===== config.mk =====
export PLATFORM = sky130hd
export DESIGN_NAME = utf8_stream_decoder_unit_flat
export DESIGN_NICKNAME = d
export VERILOG_FILES = /design/src/design/u8sd_pkg.sv /design/src/design/u8sd_byte_if.sv /design/src/design/u8sd_char_if.sv /design/src/design/utf8_stream_decoder_unit.sv /design/src/flat_wrapper.sv
export SDC_FILE = /design/constraint.sdc
export NUM_CORES = 1
export LEC_CHECK = 0
export BUFFER_PORTS_ARGS = -buffer_cell sky130_fd_sc_hd__buf_2
export CAP_MARGIN = 20
export CELL_PAD_IN_SITES_DETAIL_PLACEMENT = 1
export CELL_PAD_IN_SITES_GLOBAL_PLACEMENT = 1
export CORE_ASPECT_RATIO = 1.5
export CORE_MARGIN = 10
export CORE_UTILIZATION = 45
export DETAILED_ROUTE_END_ITERATION = 8
export GPL_ROUTABILITY_DRIVEN = 0
export PLACE_DENSITY_LB_ADDON = 0.1
export SLEW_MARGIN = 10
export SYNTH_ARGS = -nofsm -noshare
export SYNTH_HDL_FRONTEND = slang
export SYNTH_SLANG_ARGS = --single-unit

===== constraint.sdc =====
create_clock -name clk -period 3 [get_ports clk]
set_input_delay 0.75 -clock clk [delete_from_list [all_inputs] [get_ports clk]]
set_output_delay 0.75 -clock clk [all_outputs]
set_load 0.01 [all_outputs]

===== src/design/u8sd_pkg.sv =====
// Package for the UTF-8 stream decoder: field widths, byte classes,
// result status codes and the code point limit. No dependencies.
package u8sd_pkg;

	localparam int unsigned ByteW  = 8;
	localparam int unsigned CpW    = 21;
	localparam int unsigned StatW  = 2;
	localparam int unsigned LenW   = 3;
	localparam int unsigned TrailW = 2;

	typedef logic [ByteW-1:0]  byte_t;
	typedef logic [CpW-1:0]    cp_t;
	typedef logic [StatW-1:0]  stat_t;
	typedef logic [LenW-1:0]   len_t;
	typedef logic [TrailW-1:0] trail_t;

	// Result status codes.
	localparam stat_t ST_OK          = 2'd0;
	localparam stat_t ST_NOT_UTF8    = 2'd1;
	localparam stat_t ST_ABOVE_LIMIT = 2'd2;

	// Byte class boundaries and payload masks.
	localparam byte_t ASCII_MAX  = 8'h7F;
	localparam byte_t LEAD2_MIN  = 8'hC0;
	localparam byte_t LEAD3_MIN  = 8'hE0;
	localparam byte_t LEAD4_MIN  = 8'hF0;
	localparam byte_t TRAIL_TAG  = 8'h80;
	localparam byte_t TAG_MASK   = 8'hC0;
	localparam byte_t TRAIL_MASK = 8'h3F;
	localparam byte_t LEAD2_MASK = 8'h1F;
	localparam byte_t LEAD3_MASK = 8'h0F;
	localparam byte_t LEAD4_MASK = 8'h07;

	localparam cp_t CP_LIMIT = 21'h10FFFF;

	// Sequence lengths.
	localparam len_t LEN_NONE = 3'd0;
	localparam len_t LEN_1    = 3'd1;
	localparam len_t LEN_2    = 3'd2;
	localparam len_t LEN_3    = 3'd3;
	localparam len_t LEN_4    = 3'd4;

endpackage


===== src/design/u8sd_byte_if.sv =====
// Byte channel into the UTF-8 stream decoder: valid, ready and one raw byte.
// Depends on u8sd_pkg.
interface u8sd_byte_if;
	import u8sd_pkg::*;

	logic  valid;
	logic  ready;
	byte_t data_byte;

	modport source (output valid, output data_byte, input ready);
	modport sink   (input valid, input data_byte, output ready);
endinterface


===== src/design/u8sd_char_if.sv =====
// Character channel out of the UTF-8 stream decoder: valid, ready, code point,
// status and sequence length. Depends on u8sd_pkg.
interface u8sd_char_if;
	import u8sd_pkg::*;

	logic  valid;
	logic  ready;
	cp_t   code_point;
	stat_t status;
	len_t  seq_len;

	modport source (output valid, output code_point, output status, output seq_len,
		input ready);
	modport sink   (input valid, input code_point, input status, input seq_len,
		output ready);
endinterface


===== src/design/utf8_stream_decoder_unit.sv =====
// UTF-8 stream decoder top level: byte register, decode step and result register.
// Depends on u8sd_pkg, u8sd_byte_if and u8sd_char_if.
//
//   channel    | direction | beat carries
//   -----------+-----------+-------------------------------------
//   in_byte    | sink      | data_byte (8 bits)
//   out_char   | source    | code_point (21), status (2), seq_len (3)
//
// One byte enters per cycle while in_byte.ready is high. An accepted byte is
// loaded into the byte register and any result into the result register.
// The rate is set by the single decode step between the two registers.
// Reset (arst_n low) empties both registers and returns the decoder to idle.
// A stall on out_char holds the result; the byte register still fills, and
// in_byte.ready falls only when both registers are occupied and the result
// is not being taken.
module utf8_stream_decoder_unit (
	input  logic                clk,
	input  logic                arst_n,
	u8sd_byte_if.sink           in_byte,
	u8sd_char_if.source         out_char
);
	import u8sd_pkg::*;

	// Byte register stage.
	logic   valid_s1;
	byte_t  byte_s1;

	// Decoder state: value gathered so far, trail bytes still due and the
	// length of the open sequence.
	cp_t    part_q;
	trail_t trails_q;
	len_t   len_q;

	// Result register.
	logic   res_valid_q;
	cp_t    res_cp_q;
	stat_t  res_stat_q;
	len_t   res_len_q;

	// Decode step outputs.
	logic   emit;
	cp_t    emit_cp;
	stat_t  emit_stat;
	len_t   emit_len;
	cp_t    part_d;
	trail_t trails_d;
	len_t   len_d;
	cp_t    shifted;

	logic   res_free;
	logic   advance;

	// The result register can take a new value when it is empty or its
	// current beat is being taken this cycle. The byte register moves on
	// under the same condition, so the decoder state only changes when the
	// byte it has decoded can leave.
	assign res_free = !res_valid_q || out_char.ready;
	assign advance  = valid_s1 && res_free;
	assign in_byte.ready = !valid_s1 || res_free;

	// A trail byte adds six bits below the gathered value; the top bits fall
	// away at the width of a code point.
	assign shifted = {part_q[CpW-7:0], byte_s1[5:0]};

	always_comb begin
		emit      = 1'b0;
		emit_cp   = '0;
		emit_stat = ST_OK;
		emit_len  = LEN_NONE;
		part_d    = part_q;
		trails_d  = trails_q;
		len_d     = len_q;
		if (trails_q == '0) begin
			if (byte_s1 <= ASCII_MAX) begin
				emit     = 1'b1;
				emit_cp  = CpW'(byte_s1);
				emit_len = LEN_1;
			end else if (byte_s1 < LEAD2_MIN) begin
				// A trail byte with no open sequence is dropped.
				emit      = 1'b1;
				emit_stat = ST_NOT_UTF8;
				part_d    = '0;
				len_d     = LEN_NONE;
			end else if (byte_s1 < LEAD3_MIN) begin
				part_d   = CpW'(byte_s1 & LEAD2_MASK);
				trails_d = 2'd1;
				len_d    = LEN_2;
			end else if (byte_s1 < LEAD4_MIN) begin
				part_d   = CpW'(byte_s1 & LEAD3_MASK);
				trails_d = 2'd2;
				len_d    = LEN_3;
			end else begin
				// Leads from 0xF8 up are taken as four-byte leads as well.
				part_d   = CpW'(byte_s1 & LEAD4_MASK);
				trails_d = 2'd3;
				len_d    = LEN_4;
			end
		end else if ((byte_s1 & TAG_MASK) != TRAIL_TAG) begin
			// A broken sequence: the offending byte is dropped, not re-read
			// as a lead, and the decoder goes back to idle.
			emit      = 1'b1;
			emit_stat = ST_NOT_UTF8;
			part_d    = '0;
			trails_d  = '0;
			len_d     = LEN_NONE;
		end else if (trails_q != 2'd1) begin
			part_d   = shifted;
			trails_d = trails_q - 2'd1;
		end else begin
			// Last trail byte: the sequence is complete.
			emit     = 1'b1;
			part_d   = '0;
			trails_d = '0;
			len_d    = LEN_NONE;
			if (shifted > CP_LIMIT) begin
				emit_stat = ST_ABOVE_LIMIT;
			end else begin
				emit_cp  = shifted;
				emit_len = len_q;
			end
		end
	end

	always_ff @(posedge clk or negedge arst_n) begin
		if (!arst_n) begin
			valid_s1    <= 1'b0;
			part_q      <= '0;
			trails_q    <= '0;
			len_q       <= LEN_NONE;
			res_valid_q <= 1'b0;
		end else begin
			if (in_byte.ready) begin
				valid_s1 <= in_byte.valid;
			end
			if (advance) begin
				part_q   <= part_d;
				trails_q <= trails_d;
				len_q    <= len_d;
			end
			if (res_free) begin
				res_valid_q <= advance && emit;
			end
		end
	end

	// Payload registers carry no reset.
	always_ff @(posedge clk) begin
		if (in_byte.ready && in_byte.valid) begin
			byte_s1 <= in_byte.data_byte;
		end
		if (advance && emit) begin
			res_cp_q   <= emit_cp;
			res_stat_q <= emit_stat;
			res_len_q  <= emit_len;
		end
	end

	assign out_char.valid      = res_valid_q;
	assign out_char.code_point = res_cp_q;
	assign out_char.status     = res_stat_q;
	assign out_char.seq_len    = res_len_q;

`ifndef ASSERT_OFF
	// An error result never carries a code point or a length.
	a_err_zero: assert property (@(posedge clk) disable iff (!arst_n)
		(res_valid_q && res_stat_q != ST_OK) |-> (res_cp_q == '0 && res_len_q == LEN_NONE))
		else $error("error result with non-zero code point or length");

	// While a sequence is open its length is above one and above the trail bytes due.
	a_open_len: assert property (@(posedge clk) disable iff (!arst_n)
		(trails_q != '0) |-> (len_q > LEN_1 && {1'b0, trails_q} < len_q))
		else $error("open sequence length disagrees with trail count");

	// A good result never lies above the code point limit.
	a_limit: assert property (@(posedge clk) disable iff (!arst_n)
		(res_valid_q && res_stat_q == ST_OK) |->
		(res_cp_q <= CP_LIMIT && res_len_q != LEN_NONE))
		else $error("good result above limit or without length");

	// With no result waiting, the byte side is never held off.
	a_no_idle_stall: assert property (@(posedge clk) disable iff (!arst_n)
		!res_valid_q |-> in_byte.ready)
		else $error("input stalled with empty result register");
`endif

endmodule


===== src/flat_wrapper.sv =====
// flat-port wrapper written by rule: the top's interface ports become plain ports
module utf8_stream_decoder_unit_flat import u8sd_pkg::*;
  (clk, arst_n, in_byte_valid, in_byte_data_byte, in_byte_ready, out_char_valid, out_char_code_point, out_char_status, out_char_seq_len, out_char_ready);
  u8sd_byte_if in_byte_i ();
  u8sd_char_if out_char_i ();
  input  logic clk;
  input  logic arst_n;
  input wire logic [$bits(in_byte_i.valid)-1:0] in_byte_valid;
  input wire logic [$bits(in_byte_i.data_byte)-1:0] in_byte_data_byte;
  output wire logic [$bits(in_byte_i.ready)-1:0] in_byte_ready;
  output wire logic [$bits(out_char_i.valid)-1:0] out_char_valid;
  output wire logic [$bits(out_char_i.code_point)-1:0] out_char_code_point;
  output wire logic [$bits(out_char_i.status)-1:0] out_char_status;
  output wire logic [$bits(out_char_i.seq_len)-1:0] out_char_seq_len;
  input wire logic [$bits(out_char_i.ready)-1:0] out_char_ready;
  assign in_byte_i.valid = in_byte_valid;
  assign in_byte_i.data_byte = in_byte_data_byte;
  assign in_byte_ready = in_byte_i.ready;
  assign out_char_valid = out_char_i.valid;
  assign out_char_code_point = out_char_i.code_point;
  assign out_char_status = out_char_i.status;
  assign out_char_seq_len = out_char_i.seq_len;
  assign out_char_i.ready = out_char_ready;
  utf8_stream_decoder_unit u_core (.clk(clk), .arst_n(arst_n), .in_byte(in_byte_i), .out_char(out_char_i));
endmodule

[Word-level counts from Yosys, hierarchy flattened]
Index checks and enable logic that the tools add are counted.
Word-level totals
  output and inout port bits: 28
  memories kept: 0
  register bits: 56
  latch bits: 0
  memory bits (read-only): 0
  input port bits: 12
  bits in writable memories: 0
Cells by class
  muxes and demuxes: 42
  order comparisons: 5
  equality and inequality tests: 5
  divide/modulo/power cells: 0
  shifts and indexed selects: 0
  multiply operators: 0
  bitwise gates (word level): 0
  reductions and logical operators: 11
  $add $sub $neg: 1
Operators with widths (number)
  $mux W21: 4
  $mux W15: 5
  $mux W3: 11
  $lt A8 B8 Y1 const B: 3
  $gt A21 B21 Y1 const B: 1
  $mux W2: 10
  $mux W1: 9
  $le A8 B7 Y1 const B: 1
  $mux W8: 1
  $ne A2 B2 Y1 const B: 3
  $reduce_and A3 Y1: 2
  $mux W5: 1
  $mux W4: 1
  $logic_and A1 B1 Y1: 3
  $ne A3 B1 Y1 const B: 1
  $logic_not A1 Y1: 2
  $logic_not A2 Y1: 1
  $logic_or A1 B1 Y1: 2
  $ne A2 B1 Y1 const B: 1
  $reduce_and A2 Y1: 1
  $sub A2 B1 Y2 const B: 1

[Logic depth before layout (Yosys ltp)]
  word-level depth: 6
  depth in mapped cells: 6
  depth with buffers taken out: 5

[Worst setup path before layout]
Ideal clock, no wire load.
  kind: register -> register
  start point: register u_core.trails_q[0]
  end point: register u_core.res_cp_q[0] (netlist: u_core.out_char.code_point[0]) (enable)
  setup time: 0.385 ns
  period minus slack after synthesis: 2.300 ns
  stages on the path, launching flop included: 7
  arrival: 1.915 ns
  setup slack: 0.700 ns
  required time: 2.615 ns
  cell sequence: dfrtp_1 inv_1 ha_1 buf_2 nor3_1 o21ai_1 and3_1
On the way
  cells in the longest elaborated chain, start to end: 5
  elaborated cells between the ends (all ways): 6
  classes of those cells: eq/ne: 1; mux: 3; reduce/logical: 2
RTL lines
  start: declaration: line utf8_stream_decoder_unit.sv:31  | trail_t trails_q;
  start signal: assignment: line utf8_stream_decoder_unit.sv:137  | trails_q <= trails_d;
  $ne A2 B1 Y1: line utf8_stream_decoder_unit.sv:106  | end else if (trails_q != 2'd1) begin
  $mux W1: line utf8_stream_decoder_unit.sv:106
  $mux W1: line utf8_stream_decoder_unit.sv:98  | end else if ((byte_s1 & TAG_MASK) != TRAIL_TAG) begin
  $mux W1 (*): line utf8_stream_decoder_unit.sv:73  | if (trails_q == '0) begin
  $logic_and A1 B1 Y1 (*): line utf8_stream_decoder_unit.sv:151  | if (advance && emit) begin
  end signal: assignment: line utf8_stream_decoder_unit.sv:152  | res_cp_q <= emit_cp;
  end: declaration: line utf8_stream_decoder_unit.sv:36  | cp_t res_cp_q;
Mark *: on every way between the ends. The rest lies on a longest branch, timed or not.
A chain may end at the register's enable or synchronous reset.

[Worst setup path in the final report]
  start point: register u_core.trails_q[0]
  end point: register u_core.res_stat_q[1] (netlist: u_core.out_char.status[1]) (enable)
On the way
  cells in the longest elaborated chain, start to end: 5
  elaborated cells between the ends (all ways): 6
  classes of those cells: eq/ne: 1; mux: 3; reduce/logical: 2
RTL lines
  $ne A2 B1 Y1: line utf8_stream_decoder_unit.sv:106
  $mux W1: line utf8_stream_decoder_unit.sv:106
  $mux W1: line utf8_stream_decoder_unit.sv:98
  $mux W1 (*): line utf8_stream_decoder_unit.sv:73
  $logic_and A1 B1 Y1 (*): line utf8_stream_decoder_unit.sv:151
  end signal: assignment: line utf8_stream_decoder_unit.sv:153  | res_stat_q <= emit_stat;
  end: declaration: line utf8_stream_decoder_unit.sv:37  | stat_t res_stat_q;
Marks and branches as above.

==> impl_metrics.tcl <==
set metrics [dict create \
    critical_path.startpoint "u_core.trails_q[0]$_DFFE_PN0P_" \
    cts-buffers-inserted 5 \
    synthFlopType "edfxtp_1" \
    status "complete, no violations" \
    drt_iter0_markers 81 \
    place_ws_ps 615 \
    synth_cell_types 39 \
    rsz0062_at_grt "no" \
    wl_per_cell_um 17.8 \
    cts_htree_levels 2 \
    cellLeakagePower_nw 1.21 \
    synthSimpleGateAreaFrac 0.162 \
    r2r_slack_ps 600 \
    synth_area_per_cell_um2 13.5 \
    p_per_area_nw_per_um2 745 \
    dieArea_um2 8650 \
    muxShareOfSynthArea 0.0695 \
    crit_end "u_core.out_char.status[1]$_SDFFCE_PP0P_" \
    cap_violations 0 \
    fill_cells 567 \
    timing.rr.start "u_core.trails_q[0]$_DFFE_PN0P_" \
    vias 1490 \
    place_inst 278 \
    drt-vias-per-instance 5.21 \
    clk_latency_ps 300 \
    vdd_drop_max_mv 0.391 \
    hpwlAfterDp_um 3860 \
    layout-drive-gt1-share 0.266 \
    antenna_found_initial 0 \
    dr.pass1.iters 4 \
    multi_input_area_um2 712 \
    drc_errors 0 \
    tritoncts "done" \
    register_area_um2 1570 \
    yosysSeqAreaShare 0.661 \
    final.setup.worst_slack_ps 600 \
    ys_seq_elements 56 \
    fp.dieW_um 79.3 \
    layout_min_cycle_time_ps 2400 \
    syn_area_um2 2380 \
    clock-root-buffer "clkbuf_8" \
    hold_class "input port to async pin" \
    antenna_cells 0 \
    cp_data_arrival_time_ps 2390 \
    ctsResizeCount 0 \
    fin_crit_sh 0.800 \
    timing_hold_violations_final 0 \
    syn-num-nets 190 \
    clk_pin_slew_ps 90 \
    netlist_instances 176 \
    fin_util 0.534 \
    cts_buffer_depth 2 \
    grt_max_degree 23 \
    synthArstFlopShare 0.393 \
    worstPathMaxFanout 22 \
    grtUsageTotal 0.125 \
    ctsHoldBuffers 0 \
    r2r_cells 6 \
    coreArea_um2 5120 \
    syn_to_final_growth_pct 15.1 \
    tightestPinTransition_ps 539 \
    fin_setup_tns_ps 0 \
    wirelength_um 5080 \
    startpoint_type "flop" \
    synth-xor-area-share 0.00368 \
    fmax_mhz 417 \
    cts_sinks 56 \
    cp.required_ps 2990 \
    core.rowCount 32 \
    finalNonFillerCells 286 \
    slew_violations 0 \
    ys_warn_count 0 \
    grt_pass1_wl_um 8350 \
    portBuffers 39 \
    start_util 0.464 \
    slew_headroom 0.637 \
    grt_remaining_overflow 0 \
    synth_compound_area_frac 0.0542 \
    setup_violations 0 \
    die_h_um 109 \
    finalPower_mw 2.04 \
    post_cts_buffers 0 \
    ios 40 \
    worst-setup-path-type "flop to flop" \
    synth_edf_count 34 \
    nets 231 \
    fin_skew_ps 3.13 \
    synth_top_family_by_area "simple AND/OR/NAND/NOR gates" \
    reg2reg_to "u_core.out_char.status[1]$_SDFFCE_PP0P_" \
    ant_nets 0 \
    synthAdderAreaFrac 0.0105 \
    end_kind "flop" \
    grt_pass1_vias 1693 \
]
==> layer usage <==
layer / wire length [µm] / share of wire / global-route usage
met3: 312 / 0.061 / 0.0420
met1: 1840 / 0.36 / 0.114
met4: 121 / 0.024 / 0.0604
met2: 2800 / 0.55 / 0.237
met5: 0 / 0 / 0
==> through the flow <==
stage          instance area, µm²  hold WS [ps]
4_1_cts                      2740           432
5_1_grt                      2740           432
3_5_place_dp                 2640           491
3_3_place_gp                 2640           483
6_report                     2740           419
2_1_floorplan                2380           454
==> kinds of logic after synthesis <==
group	count (synthesis)
muxes	16
AOI/OAI and AO/OA	16
adders and majority gates	2
DFF	56
buffers and inverters	22
and+or+nand+nor	63
xor gates and xnor gates	1
==> synthesized netlist by cell type, types with 2 or more instances <==
library cell | number | area (µm²)
nand3_1 | 2 | 10.0
dfrtp_1 | 22 | 551
nor3_1 | 6 | 30.0
edfxtp_1 | 34 | 1020
nand2b_1 | 4 | 25.0
a21oi_1 | 2 | 10.0
and3_1 | 14 | 87.6
mux2i_1 | 12 | 120
buf_2 | 6 | 30.0
nor2_1 | 4 | 15.0
o2bb2ai_1 | 4 | 35.0
ha_1 | 2 | 25.0
a21bo_2 | 2 | 20.0
nand4_1 | 4 | 25.0
clkbuf_1 | 2 | 7.51
mux2_1 | 3 | 33.8
inv_1 | 13 | 48.8
nor2b_1 | 7 | 43.8
and2_1 | 3 | 18.8
nand3b_1 | 2 | 15.0
nand2_1 | 10 | 37.5
==> flip-flops by register name (all words and copies together), names as in the netlist <==
register / count
u_core.out_char.status: 2
u_core.out_char.code_point: 21
u_core.out_char.seq_len: 3
u_core.trails_q: 2
u_core.part_q: 15
u_core.valid_s1: 1
u_core.out_char.valid: 1
u_core.byte_s1: 8
u_core.len_q: 3
==> area by class of cell <==
type                       instances  share of cell area
tap                               68              0.0311
inverter                          13              0.0178
multi-input combinational         98               0.260
timing repair buffer              43              0.0823
clock inverter                     1             0.00274
clock buffer                       7              0.0316
sequential                        56               0.574
==> power by group <==
part | switching [mW] | total, mW | internal (mW)
registers | 0.0674 | 1.05 | 0.986
clock network | 0.234 | 0.422 | 0.188
logic | 0.340 | 0.562 | 0.222
total | 0.642 | 2.04 | 1.40
==> layout by cell type, fill, tap and decap left out, types with 3 or more instances in the layout <==
cell and count:
dfrtp_1 22, o2bb2ai_1 4, nor3_1 6, buf_2 39, clkbuf_8 6, nor2_1 4, mux2_1 3, inv_1 13
nand2b_1 4, nand4_1 4, nor2b_1 7, edfxtp_1 34, and3_1 14, and2_1 3, nand2_1 10, buf_4 4
mux2i_1 12
==> worst max-delay path, stage by stage (launching register included) <==
cell and delay [ps]:
dfrtp_1 400, inv_1 100, ha_1 450, nor3_1 150
o21ai_1 310, and3_1 330, buf_4 330
==> how the worst min path moves through the flow <==
stage	start	end	slack [ps]	depth (start not counted)
after global placement	u_core.len_q[2]$_DFFE_PN0P_	u_core.len_q[2]$_DFFE_PN0P_	480	1
after detailed placement	u_core.len_q[1]$_DFFE_PN0P_	u_core.len_q[1]$_DFFE_PN0P_	490	1
final	arst_n	u_core.part_q[2]$_DFFE_PN0P_	420	1
after global routing	arst_n	u_core.part_q[2]$_DFFE_PN0P_	430	1
after floorplan	arst_n	u_core.len_q[0]$_DFFE_PN0P_	450	0
after CTS	arst_n	u_core.trails_q[1]$_DFFE_PN0P_	430	1
Note: power is estimated with default switching activity, not from simulation.
